[src/rtl/core/u64_radix_digit_emitter_core_defines.svh]
// Assertion macros shared by the radix digit emitter RTL
`ifndef U64_RADIX_DIGIT_EMITTER_CORE_DEFINES_SVH
`define U64_RADIX_DIGIT_EMITTER_CORE_DEFINES_SVH

// Same-cycle implication, checked out of reset
`define RDE_ASSERT_IMP(label, clk, rst_n, ante, cons) \
    label: assert property (@(posedge clk) disable iff (!(rst_n)) (ante) |-> (cons)) \
        else $error("rde assertion failed");

// Next-cycle implication, checked out of reset
`define RDE_ASSERT_NXT(label, clk, rst_n, ante, cons) \
    label: assert property (@(posedge clk) disable iff (!(rst_n)) (ante) |=> (cons)) \
        else $error("rde assertion failed");

`endif

[src/rtl/core/rde_pkg.sv]
// Shared types, constants and functions of the radix digit emitter
`default_nettype none
package rde_pkg;

    localparam int VALUE_W   = 64;
    localparam int BYTE_W    = 8;
    localparam int NUM_BYTES = VALUE_W / BYTE_W;
    localparam int BIDX_W    = $clog2(NUM_BYTES);
    localparam int CHAR_W    = 8;
    localparam int RDX_W     = 9;
    localparam logic [CHAR_W-1:0] DIGIT_OFFSET = 8'd32;
    localparam int RADIX_MIN = 2;
    localparam int RADIX_MAX = 224;

    typedef enum logic [1:0] {
        S_IDLE,
        S_DIV,
        S_EMIT
    } t_rde_state;

    // Controller to datapath
    typedef struct packed {
        logic load;
        logic step;
        logic emit;
    } t_rde_cmd;

    // Datapath to controller
    typedef struct packed {
        logic digit_done;
        logic quot_zero;
        logic rd_last;
    } t_rde_sts;

    // Clamp the build-time radix into the supported range
    function automatic int eff_radix(input int radix);
        int r;
        r = radix;
        if (r < RADIX_MIN) r = RADIX_MIN;
        if (r > RADIX_MAX) r = RADIX_MAX;
        return r;
    endfunction

    // Number of digits a full-scale 64-bit value needs in this radix
    function automatic int max_digits(input int radix);
        logic [VALUE_W+8:0] p;
        int n;
        p = (VALUE_W+9)'(1);
        n = 0;
        for (int i = 0; i <= VALUE_W; i++) begin
            if (p < ((VALUE_W+9)'(1) << VALUE_W)) begin
                p = p * (VALUE_W+9)'(radix);
                n = n + 1;
            end
        end
        return n;
    endfunction

    // Index of the highest nonzero byte, zero for a zero value
    function automatic logic [BIDX_W-1:0] top_byte(input logic [VALUE_W-1:0] v);
        logic [BIDX_W-1:0] idx;
        idx = '0;
        for (int i = 0; i < NUM_BYTES; i++) begin
            if (v[i*BYTE_W +: BYTE_W] != '0) idx = BIDX_W'(i);
        end
        return idx;
    endfunction

    // Restoring divide of {rem, b} by radix, one bit per step: {quotient byte, remainder}
    function automatic logic [2*BYTE_W-1:0] div_byte(input logic [BYTE_W-1:0] rem,
                                                     input logic [BYTE_W-1:0] b,
                                                     input logic [RDX_W-1:0] radix);
        logic [RDX_W-1:0]  acc;
        logic [BYTE_W-1:0] q;
        acc = {1'b0, rem};
        q   = '0;
        for (int i = BYTE_W-1; i >= 0; i--) begin
            acc = {acc[BYTE_W-1:0], b[i]};
            if (acc >= radix) begin
                acc  = acc - radix;
                q[i] = 1'b1;
            end
        end
        return {q, acc[BYTE_W-1:0]};
    endfunction

endpackage
`default_nettype wire

[src/rtl/core/rde_ctrl.sv]
// Sequencer of the radix digit emitter: load, divide, emit
`default_nettype none
module rde_ctrl (
    input  wire logic              i_clk,
    input  wire logic              i_rst_n,
    input  wire logic              i_start,
    input  wire rde_pkg::t_rde_sts i_sts,
    output rde_pkg::t_rde_cmd      o_cmd,
    output logic                   o_busy
);

    rde_pkg::t_rde_state r_state;
    rde_pkg::t_rde_state n_state;

    // Hold state
    always_ff @(posedge i_clk) begin
        if (!i_rst_n) begin
            r_state <= rde_pkg::S_IDLE;
        end else begin
            r_state <= n_state;
        end
    end

    // Advance on start, on the final digit and on the last read
    always_comb begin
        n_state = r_state;
        unique case (r_state)
            rde_pkg::S_IDLE: begin
                if (i_start) n_state = rde_pkg::S_DIV;
            end
            rde_pkg::S_DIV: begin
                if (i_sts.digit_done && i_sts.quot_zero) n_state = rde_pkg::S_EMIT;
            end
            rde_pkg::S_EMIT: begin
                if (i_sts.rd_last) n_state = rde_pkg::S_IDLE;
            end
            default: n_state = rde_pkg::S_IDLE;
        endcase
    end

    // Drive datapath commands
    always_comb begin
        o_cmd  = '0;
        o_busy = 1'b1;
        unique case (r_state)
            rde_pkg::S_IDLE: begin
                o_busy     = 1'b0;
                o_cmd.load = i_start;
            end
            rde_pkg::S_DIV: begin
                o_cmd.step = 1'b1;
            end
            rde_pkg::S_EMIT: begin
                o_cmd.emit = 1'b1;
            end
            default: begin
                o_busy = 1'b1;
            end
        endcase
    end

endmodule
`default_nettype wire

[src/rtl/core/rde_dp.sv]
// Datapath: byte-wide divide by the radix, digit store and output register
`default_nettype none
module rde_dp #(
    parameter int EFF_RADIX = 95,
    parameter int DEPTH     = 10
) (
    input  wire logic                         i_clk,
    input  wire logic                         i_rst_n,
    input  wire logic [rde_pkg::VALUE_W-1:0]  i_value,
    input  wire rde_pkg::t_rde_cmd            i_cmd,
    output rde_pkg::t_rde_sts                 o_sts,
    output logic                              o_valid,
    output logic [rde_pkg::CHAR_W-1:0]        o_digit_char,
    output logic                              o_last_digit
);

    localparam int IW = (DEPTH > 1) ? $clog2(DEPTH) : 1;
    localparam logic [rde_pkg::RDX_W-1:0] RDX = rde_pkg::RDX_W'(EFF_RADIX);

    logic [rde_pkg::VALUE_W-1:0] r_quot;
    logic [rde_pkg::VALUE_W-1:0] n_quot;
    logic [rde_pkg::BYTE_W-1:0]  r_rem;
    logic [rde_pkg::BIDX_W-1:0]  r_bidx;
    logic [IW-1:0]               r_count;
    logic [IW-1:0]               r_rd_idx;
    logic [rde_pkg::CHAR_W-1:0]  r_store [DEPTH];
    logic [rde_pkg::CHAR_W-1:0]  r_rd_data;
    logic                        r_out_vld;
    logic                        r_out_last;
    logic [rde_pkg::BYTE_W-1:0]  step_q;
    logic [rde_pkg::BYTE_W-1:0]  step_rem;

    // Divide the current byte and fold the quotient byte back in place
    always_comb begin
        {step_q, step_rem} = rde_pkg::div_byte(r_rem, r_quot[r_bidx*rde_pkg::BYTE_W +:
                                                rde_pkg::BYTE_W], RDX);
        n_quot = r_quot;
        n_quot[r_bidx*rde_pkg::BYTE_W +: rde_pkg::BYTE_W] = step_q;
    end

    // Report digit completion and end of conversion
    always_comb begin
        o_sts.digit_done = (r_bidx == '0);
        o_sts.quot_zero  = (n_quot == '0);
        o_sts.rd_last    = (r_rd_idx == '0);
    end

    // Step through the quotient, one byte a cycle, most significant byte first
    always_ff @(posedge i_clk) begin
        if (!i_rst_n) begin
            r_bidx  <= '0;
            r_count <= '0;
            r_rem   <= '0;
        end else if (i_cmd.load) begin
            r_quot  <= i_value;
            r_rem   <= '0;
            r_bidx  <= rde_pkg::top_byte(i_value);
            r_count <= '0;
        end else if (i_cmd.step) begin
            r_quot <= n_quot;
            if (r_bidx == '0) begin
                r_rem   <= '0;
                r_bidx  <= rde_pkg::top_byte(n_quot);
                r_count <= r_count + IW'(1);
            end else begin
                r_rem  <= step_rem;
                r_bidx <= r_bidx - rde_pkg::BIDX_W'(1);
            end
        end
    end

    // Point the read side at the most significant digit once the quotient runs out
    always_ff @(posedge i_clk) begin
        if (!i_rst_n) begin
            r_rd_idx <= '0;
        end else if (i_cmd.step && (r_bidx == '0) && (n_quot == '0)) begin
            r_rd_idx <= r_count;
        end else if (i_cmd.emit) begin
            r_rd_idx <= r_rd_idx - IW'(1);
        end
    end

    // Write each finished digit character
    always_ff @(posedge i_clk) begin
        if (i_cmd.step && (r_bidx == '0)) begin
            r_store[r_count] <= step_rem + rde_pkg::DIGIT_OFFSET;
        end
    end

    // Read digits back, most significant first
    always_ff @(posedge i_clk) begin
        if (i_cmd.emit) begin
            r_rd_data <= r_store[r_rd_idx];
        end
    end

    // Mark each transaction for one cycle, flag the final digit
    always_ff @(posedge i_clk) begin
        if (!i_rst_n) begin
            r_out_vld  <= 1'b0;
            r_out_last <= 1'b0;
        end else begin
            r_out_vld  <= i_cmd.emit;
            r_out_last <= i_cmd.emit && (r_rd_idx == '0);
        end
    end

    assign o_valid      = r_out_vld;
    assign o_digit_char = r_rd_data;
    assign o_last_digit = r_out_last;

endmodule
`default_nettype wire

[src/rtl/core/u64_radix_digit_emitter_core.sv]
// Top level: unsigned 64-bit value to radix digit characters, most significant first
//
//   channel | direction | handshake           | payload
//   --------+-----------+---------------------+---------------------------------
//   input   | in        | start, busy         | i_value[63:0]
//   result  | out       | o_valid (strobe)    | o_digit_char[7:0], o_last_digit
//
// A value is taken when start is high and busy is low. Each digit is found by the
// byte-wide divide over each significant byte of the current quotient (at least one);
// all digits are then read back from the digit store. Results are registered and
// follow their reads in the next cycle, the last in the cycle busy drops; the receiver
// cannot stall. Reset is synchronous and clears control state and the running
// remainder only.
`default_nettype none
`include "u64_radix_digit_emitter_core_defines.svh"
module u64_radix_digit_emitter_core #(
    parameter int RADIX = 95
) (
    input  wire logic                         i_clk,
    input  wire logic                         i_rst_n,
    input  wire logic                         start,
    output logic                              busy,
    input  wire logic [rde_pkg::VALUE_W-1:0]  i_value,
    output logic                              o_valid,
    output logic [rde_pkg::CHAR_W-1:0]        o_digit_char,
    output logic                              o_last_digit
);

    localparam int EFF_RADIX = rde_pkg::eff_radix(RADIX);
    localparam int DEPTH     = rde_pkg::max_digits(EFF_RADIX);

    rde_pkg::t_rde_cmd cmd;
    rde_pkg::t_rde_sts sts;
    logic              char_ok;

    rde_ctrl u_ctrl (
        .i_clk   (i_clk),
        .i_rst_n (i_rst_n),
        .i_start (start),
        .i_sts   (sts),
        .o_cmd   (cmd),
        .o_busy  (busy)
    );

    rde_dp #(
        .EFF_RADIX (EFF_RADIX),
        .DEPTH     (DEPTH)
    ) u_dp (
        .i_clk        (i_clk),
        .i_rst_n      (i_rst_n),
        .i_value      (i_value),
        .i_cmd        (cmd),
        .o_sts        (sts),
        .o_valid      (o_valid),
        .o_digit_char (o_digit_char),
        .o_last_digit (o_last_digit)
    );

    // Keep digit characters inside the radix alphabet
    assign char_ok = (o_digit_char >= rde_pkg::DIGIT_OFFSET) &&
                     (int'(o_digit_char) < int'(rde_pkg::DIGIT_OFFSET) + EFF_RADIX);

    // Check sequencing of the emitted digit stream
    `RDE_ASSERT_NXT(a_accept_busy, i_clk, i_rst_n, start && !busy, busy)
    `RDE_ASSERT_NXT(a_digits_contig, i_clk, i_rst_n, o_valid && !o_last_digit, o_valid)
    `RDE_ASSERT_NXT(a_gap_after_last, i_clk, i_rst_n, o_valid && o_last_digit, !o_valid)
    `RDE_ASSERT_IMP(a_char_range, i_clk, i_rst_n, o_valid, char_ok)

endmodule
`default_nettype wire

[config.mk]
export PLATFORM = sky130hd
export DESIGN_NAME = u64_radix_digit_emitter_core
export DESIGN_NICKNAME = d
export VERILOG_FILES = /design/src/rtl/core/rde_pkg.sv /design/src/rtl/core/rde_ctrl.sv /design/src/rtl/core/rde_dp.sv /design/src/rtl/core/u64_radix_digit_emitter_core.sv
export VERILOG_INCLUDE_DIRS = /design/src /design/src/rtl/core
export SDC_FILE = /design/constraint.sdc
export NUM_CORES = 1
export LEC_CHECK = 0
export ABC_AREA = 1
export BUFFER_PORTS_ARGS = -buffer_cell sky130_fd_sc_hd__buf_4
export CORE_MARGIN = 4
export CORE_UTILIZATION = 55
export DETAILED_ROUTE_END_ITERATION = 8
export GPL_TIMING_DRIVEN = 0
export MAX_ROUTING_LAYER = met4
export PLACE_DENSITY_LB_ADDON = 0.05
export SYNTH_ARGS = -nofsm -noshare
export SYNTH_HDL_FRONTEND = slang
export SYNTH_SLANG_ARGS = --single-unit
[constraint.sdc]
create_clock -name i_clk -period 10.2 [get_ports i_clk]
set_input_delay 1.02 -clock i_clk [delete_from_list [all_inputs] [get_ports i_clk]]
set_output_delay 1.02 -clock i_clk [all_outputs]
set_load 0.01 [all_outputs]
-- Word-level counts from Yosys, hierarchy flattened
Memory sizes are Yosys's and may differ from the RTL's. A register that Yosys moved wholly into a read port is not among the register bits.
Index checks and enable logic that the tools add are counted.
- bits of input ports: 67
- memories kept: 1
- flip-flop bits (word level): 87
- RAM bits: 80
- shift operators: 3
- $lt $le $gt $ge: 8
- $add $sub $neg: 13
- eq/ne operators: 5
- muxes and demuxes: 49
- reductions and logical operators: 28
- bitwise operators: 1
- memory list (memory ; depth ; width ; read ports ; clocked after memory_dff ; write ports ; line ; RTL):
    u_dp.r_store ; 10 ; 8 ; 1 ; 1 ; 1 ; rde_dp.sv:26 ; logic [rde_pkg::CHAR_W-1:0] r_store [DEPTH];
- operator list (kind ; count):
    64-bit 2-to-1 mux ; 2
    8-bit nonzero test ; 14
    9-bit by 7-bit greater-or-equal comparator with 1-bit output (second input constant) ; 8
    8-bit 2-to-1 mux ; 9
    64-bit bitwise mux ; 1
    64-bit zero test ; 1
    8-bit by 34-bit variable shift with 64-bit output (first input constant) ; 1
    64-bit by 7-bit variable part select with 8-bit output ; 1
    8-bit by 34-bit variable part select with 64-bit output ; 1
    8-bit by 7-bit subtractor with 8-bit output (second input constant) ; 8
    6-bit negator with 34-bit output ; 1
    3-bit 2-to-1 mux ; 11
    1-bit 2-to-1 mux ; 16
    2-bit 2-to-1 mux ; 7
    8-bit by 6-bit adder with 8-bit output (second input constant) ; 1
    4-bit 2-to-1 mux ; 2
    2-bit case mux with 3 select lines ; 1
    4-bit by 1-bit adder with 4-bit output (second input constant) ; 1
    1-bit logical AND ; 4
    4-bit zero test ; 1
    2-bit != test (second input constant) ; 2
    2-bit AND reduction ; 2
    2-bit nonzero test ; 2
    4-bit by 1-bit subtractor with 4-bit output (second input constant) ; 1
    other kinds (9) ; 9

-- Logic depth before layout (Yosys ltp)
- depth in word-level cells: 30
- mapped depth: 90

-- Cells and area by module
A second synthesis with hierarchy kept.
- cells, all modules: 1450
- area, all modules: 11715.0 µm²
- modules (own cells, without submodules) (module ; cells each ; area each (µm²) ; times used):
    rde_dp ; 1430 ; 11597.4 ; 1
    rde_ctrl ; 20 ; 117.6 ; 1

-- Worst setup path before layout
OpenSTA, ideal clock, no wires.
- path type: flip-flop to flip-flop
- start point: reg u_dp.r_bidx[1] (netlist bit)
- end point: mem u_dp.r_store[0][7] (netlist bit), data pin
- stages on the path, launching flop included: 80
- buffers on the path: 7
- slack: 713 ps
- clock period less this slack: 9487 ps
- data required time: 9945 ps
- arrival time: 9232 ps
- path through: dfxtp_1 buf_2 nor2_1 nand3_1 nand2_1 inv_2 nand2_1 ha_1 nand2_1 nor2_1 nand3_1 nor2_1 inv_2 nand4_1 and2_1 ha_1 nand3_1 nor2_2 (+44 left out) nor2_4 nand3_4 nand3_2 buf_6 nand2_1 and2_1 ha_1 inv_1 nor2_1 nand2_1 nand2_1 nand2_2 nand2_4 nand2_1 xor2_1 inv_1 ha_1 xnor2_1
- longest elaborated chain between the ends: 18
- elaborated cells between the ends (all ways): 26
- classes of those cells: 9 x add/sub; 8 x order compare; 1 x shift; 8 x mux
- RTL lines (what ; line ; RTL):
    from (decl) ; rde_dp.sv:23 ; logic [rde_pkg::BIDX_W-1:0] r_bidx;
    from (signal assigned) ; rde_dp.sv:57 ; r_bidx <= rde_pkg::top_byte(i_value);
    from (signal assigned) ; rde_dp.sv:63 ; r_bidx <= rde_pkg::top_byte(n_quot);
    from (signal assigned) ; rde_dp.sv:67 ; r_bidx <= r_bidx - rde_pkg::BIDX_W'(1);
    64-bit by 7-bit variable part select with 8-bit output (*) ; rde_dp.sv:35 ; {step_q, step_rem} = rde_pkg::div_byte(r_rem, r_quot[r_bidx*rde_pkg::BYTE_W +:
    8-bit by 7-bit subtractor with 8-bit output / 9-bit by 7-bit greater-or-equal comparator with 1-bit output (equally long branches) ; rde_pkg.sv:80, rde_pkg.sv:79 ;
    8-bit 2-to-1 mux ; rde_pkg.sv:79 ; if (acc >= radix) begin
    8-bit by 7-bit subtractor with 8-bit output / 9-bit by 7-bit greater-or-equal comparator with 1-bit output (equally long branches) ; rde_pkg.sv:80, rde_pkg.sv:79 ;
    8-bit 2-to-1 mux ; rde_pkg.sv:79 ;
    8-bit by 7-bit subtractor with 8-bit output / 9-bit by 7-bit greater-or-equal comparator with 1-bit output (equally long branches) ; rde_pkg.sv:80, rde_pkg.sv:79 ;
    8-bit 2-to-1 mux ; rde_pkg.sv:79 ;
    8-bit by 7-bit subtractor with 8-bit output / 9-bit by 7-bit greater-or-equal comparator with 1-bit output (equally long branches) ; rde_pkg.sv:80, rde_pkg.sv:79 ;
    (+2 left out) ; - ;
    8-bit 2-to-1 mux ; rde_pkg.sv:79 ;
    8-bit by 7-bit subtractor with 8-bit output / 9-bit by 7-bit greater-or-equal comparator with 1-bit output (equally long branches) ; rde_pkg.sv:80, rde_pkg.sv:79 ;
    8-bit 2-to-1 mux ; rde_pkg.sv:79 ;
    8-bit by 7-bit subtractor with 8-bit output / 9-bit by 7-bit greater-or-equal comparator with 1-bit output (equally long branches) ; rde_pkg.sv:80, rde_pkg.sv:79 ;
    8-bit 2-to-1 mux ; rde_pkg.sv:79 ;
    8-bit by 7-bit subtractor with 8-bit output / 9-bit by 7-bit greater-or-equal comparator with 1-bit output (equally long branches) ; rde_pkg.sv:80, rde_pkg.sv:79 ;
    8-bit 2-to-1 mux (*) ; rde_pkg.sv:79 ;
    8-bit by 6-bit adder with 8-bit output (*) ; rde_dp.sv:86 ; r_store[r_count] <= step_rem + rde_pkg::DIGIT_OFFSET;
    to (decl) ; rde_dp.sv:26 ;
Mark *: on every way between the ends. The rest lies on a longest branch, timed or not.

-- Final worst setup path
- start point: reg u_dp.r_bidx[1] (netlist bit)
- end point: reg u_dp.r_rd_idx[1]
- longest elaborated chain between the ends: 22
- elaborated cells between the ends (all ways): 41
- classes of those cells: 8 x add/sub; 8 x order compare; 3 x shift; 17 x mux; 5 x reduce/logical
- RTL lines (what ; line ; RTL):
    64-bit by 7-bit variable part select with 8-bit output ; rde_dp.sv:35 ;
    8-bit by 7-bit subtractor with 8-bit output / 9-bit by 7-bit greater-or-equal comparator with 1-bit output (equally long branches) ; rde_pkg.sv:80, rde_pkg.sv:79 ;
    8-bit 2-to-1 mux ; rde_pkg.sv:79 ;
    8-bit by 7-bit subtractor with 8-bit output / 9-bit by 7-bit greater-or-equal comparator with 1-bit output (equally long branches) ; rde_pkg.sv:80, rde_pkg.sv:79 ;
    8-bit 2-to-1 mux ; rde_pkg.sv:79 ;
    8-bit by 7-bit subtractor with 8-bit output / 9-bit by 7-bit greater-or-equal comparator with 1-bit output (equally long branches) ; rde_pkg.sv:80, rde_pkg.sv:79 ;
    8-bit 2-to-1 mux ; rde_pkg.sv:79 ;
    8-bit by 7-bit subtractor with 8-bit output / 9-bit by 7-bit greater-or-equal comparator with 1-bit output (equally long branches) ; rde_pkg.sv:80, rde_pkg.sv:79 ;
    (+6 left out) ; - ;
    8-bit 2-to-1 mux ; rde_pkg.sv:79 ;
    9-bit by 7-bit greater-or-equal comparator with 1-bit output ; rde_pkg.sv:79 ;
    1-bit 2-to-1 mux ; rde_pkg.sv:79 ;
    8-bit by 34-bit variable part select with 64-bit output ; rde_dp.sv:38 ; n_quot[r_bidx*rde_pkg::BYTE_W +: rde_pkg::BYTE_W] = step_q;
    64-bit bitwise mux ; rde_dp.sv:38 ;
    64-bit zero test ; rde_dp.sv:76 ; end else if (i_cmd.step && (r_bidx == '0) && (n_quot == '0)) begin
    1-bit logical AND (*) ; rde_dp.sv:76 ;
    4-bit 2-to-1 mux / 2-bit nonzero test (equally long branches) ; - ;
    to (signal assigned) ; rde_dp.sv:77 ; r_rd_idx <= r_count;
    to (signal assigned) ; rde_dp.sv:79 ; r_rd_idx <= r_rd_idx - IW'(1);
    to (decl) ; rde_dp.sv:25 ; logic [IW-1:0] r_rd_idx;
Marked as above.
A chain may end at the register's enable or synchronous reset.

==> reports/results.tsv <==
stage	metric	value	unit
worst_setup_path	WP data required	10.51	ns
logic_synthesis	Mapped Nets	1566	
timing	Slew @ Worst Pin	1.37	ns
global_route	antenna violations before repair	0	
logic_synthesis	xor/xnor share of the synthesized area	0.0215	
global_route	total gr overflow	0	
detailed_routing	Vias/cell	5.87	
clock_tree	CTS tree	done	
floorplan	num ports	78	
logic_synthesis	syn avg cell area	7.99	µm²
timing	Peak Freq	105	MHz
timing	final setup violation count	0	
logic_synthesis	Yosys cell types	50	
cells_and_area	final core utilization	0.671	
global_route	first-pass GRT wire length	55100	µm
clock_tree	CTS root buf	clkbuf_16	
cells_and_area	fin nets	1707	
clock_tree	total CTS buffers	17	
clock_tree	maximum clock path buffer count	2	
logic_synthesis	FF+latch count, synth	175	
timing	fin crit period	9.54	ns
worst_setup_path	crit path max fanout	10	
logic_synthesis	Warnings, synthesis	0	
clock_tree	clk sinks	175	
hold_path	worst min-delay path class	reg -> reg	
clock_tree	Worst-Skew Late Latency	0.45	ns
logic_synthesis	synthesized cell area	11800	µm²
detailed_routing	final wirelength	36200	µm
placement	hpwl dp	26900	µm
logic_synthesis	Post-Synthesis Cells	1480	
logic_synthesis	top_reg_cell synth	edfxtp_1	
worst_setup_path	crit-path max cell delay	0.37	ns
status	status	finished, final reports clean	
floorplan	row count	53	
worst_setup_path	Crit path arrival time	9.85	ns
floorplan	Die Height	155	µm
timing	Hold Fails Final Rpt	0	
floorplan	die width	155	µm
timing	Slew headroom	0.0770	
floorplan	Core Area	21100	µm²
placement	GPL Wtd Cong	1.00	
worst_setup_path	Critical Path Most Common Cell	nand3_4	
detailed_routing	routed len/inst	19.0	µm
clock_tree	clk slew on worst S/H paths	0.08	ns
logic_synthesis	Post-synth ARST share	0	
detailed_routing	vias after detailed routing	11200	
logic_synthesis	EDFF count, synth	152	
clock_tree	H-tree Lvls	4	
logic_synthesis	largest family of logic cells by synthesized area	simple AND/OR/NAND/NOR gates	
cells_and_area	area delta synth->final	19.6	%
worst_setup_path	Max stage delay cell, worst path	dfxtp_4	
global_route	gr usage total	0.302	
logic_synthesis	Post-Synth Adder-Cell Area	0.0201	
logic_synthesis	register area share after synthesis	0.425	
logic_synthesis	mux share of post-synthesis cell area	0.00508	
global_route	vias in the first global route	10300	
timing	count of final max-slew check failures	0	
cells_and_area	share of cells above drive strength 1	0.211	
job	max cap viols	0	
timing	Clock Skews	0.0148	ns
detailed_routing	drt first pass iters	6	
worst_setup_path	Worst setup EP type	flip-flop	
detailed_routing	Initial DRC Count	1018	
timing	hold_ws	0.532	ns
worst_setup_path	R2R Setup Slk	0.66	ns
floorplan	Starting Density	0.561	
worst_setup_path	Critical Path Source Type	flip-flop	
floorplan	die area	23900	µm²
placement	PortBufs	77	
logic_synthesis	compound-cell area share of the yosys netlist	0.125	
logic_synthesis	simple-gate share of the synthesized area	0.338	
detailed_routing	Post-DRT Antenna Nets	0	
timing	final period utilization	0.935	
cells_and_area	Antenna Cells	0	
detailed_routing	DRC	0	
global_route	largest net degree at the start of global routing	26	
worst_setup_path	critical path type	reg -> reg	
timing	setup_tns	0	ns
critical path, delay by kind of cell (launching register included):
kind | cells | cell delay [ns]
flip-flops | 1 | 0.37
buffers and inverters | 17 | 1.57
adder cells (fa/ha/maj) | 8 | 1.41
AO/OA/AOI/OAI | 2 | 0.36
AND/OR/NAND/NOR | 57 | 5.64
registers in the layout, summed over array words and instances (netlist names):
name               cells
u_dp.r_store          80
u_dp.o_last_digit      1
u_dp.r_rem             8
u_dp.r_count           4
u_dp.r_quot           64
u_dp.r_bidx            3
u_dp.o_valid           1
u_dp.r_rd_idx          4
u_ctrl.r_state         2
u_dp.o_digit_char      8
cells by family (layout without fill, tap and decap cells):
family          after synthesis  count (layout)
simple gates                789             791
compound gates              275             275
buf+inv                     187             339
flops                       175             175
xor+xnor                     29              29
fa+ha+maj                    19              19
mux                           6               6
cells in the mapped netlist (3+ instances only):
library cell  count  area (µm²)
inv_1           108         405
nand3_1          91         455
or2_2             3        18.8
nand3_4          14         245
nand3_2          14         140
dfxtp_1          23         460
xor2_1           23         201
clkbuf_1         43         161
edfxtp_1        152        4560
and2_1            3        18.8
inv_2            15        56.3
buf_6             7        78.8
nor2_4           20         225
o221ai_1         11        96.3
nor2_8            4        80.1
o211ai_1          6        45.0
xnor2_1           6        52.6
mux2i_1           6        60.1
nand4_1          50         313
o21ai_2           3        26.3
o22ai_1          19         119
nor2_2            9        56.3
o21ai_1           6        30.0
nand2_4           6        67.6
buf_2             5        25.0
nor3b_1           3        22.5
clkinv_1          5        18.8
nor2_1          134         503
nand2_1         354        1330
o21ai_0         192         961
nor4_1           13        81.3
ha_1             19         238
nor3_1           21         105
nand3b_1          4        30.0
nand2_2          40         250
a21oi_1          32         160
area by class of cell:
| class | count | area [µm²] |
|---|---|---|
| sequential | 175 | 5030 |
| timing repair buffer | 121 | 948 |
| multi-input combinational | 1120 | 6380 |
| fill | 1810 | 6940 |
| clock inverter | 15 | 210 |
| clock buffer | 17 | 425 |
| tap | 275 | 344 |
| buffer | 56 | 302 |
| inverter | 130 | 503 |
cell usage in the layout (no fill, tap or decap), types with 20 or more instances in the layout:
cell / Yosys / layout
nor3_1: 21 / 20
clkbuf_1: 43 / 43
nor2_4: 20 / 28
inv_1: 108 / 106
nor2_1: 134 / 126
a21oi_1: 32 / 30
o21ai_0: 192 / 192
edfxtp_1: 152 / 152
xor2_1: 23 / 21
nand3_1: 91 / 82
nand2_1: 354 / 344
nand2_2: 40 / 46
dfxtp_1: 23 / 21
nand4_1: 50 / 50
buf_4: 1 / 115
through the flow:
stage / cells / setup slack [ns] / instance area (µm²)
after global routing: 1909 / -0.152 / 14100
final: 1909 / 0.661 / 14100
after detailed placement: 1835 / -2.00 / 12800
after floorplan: 1480 / 0.713 / 11800
after CTS: 1881 / 0.00232 / 13700
after global placement: 1832 / -1.79 / 12800
path summary, 6_finish.rpt:
check	from	end	cells after the start
hold / removal	u_dp.r_rem[2]	u_dp.r_rem[2]	2
setup / recovery	u_dp.r_bidx[1]	u_dp.r_rd_idx[1]	84
hold reg to reg	u_dp.r_rem[2]	u_dp.r_rem[2]	2
setup reg to reg	u_dp.r_bidx[1]	u_dp.r_rd_idx[1]	84
layer usage:
metal,part of all wire,GRT usage,wire length [µm],vias up
met4,0.042,0.124,1520,0
met2,0.48,0.483,17300,511
met1,0.41,0.390,14900,5216
met3,0.069,0.0417,2510,92
met5,0,-,0,-
li1,-,-,-,5382
repair_timing:
action                     in CTS  in global routing
pin swaps                      11                 21
buffers inserted               14                 25
cloned                          0                  2
gates resized for setup        37                 45
hold buffers                    0                  0
setup endpoints to repair     104                105
Power is not shown: default switching activity piles up to over one toggle a cycle in this logic, so the estimate is an artifact.
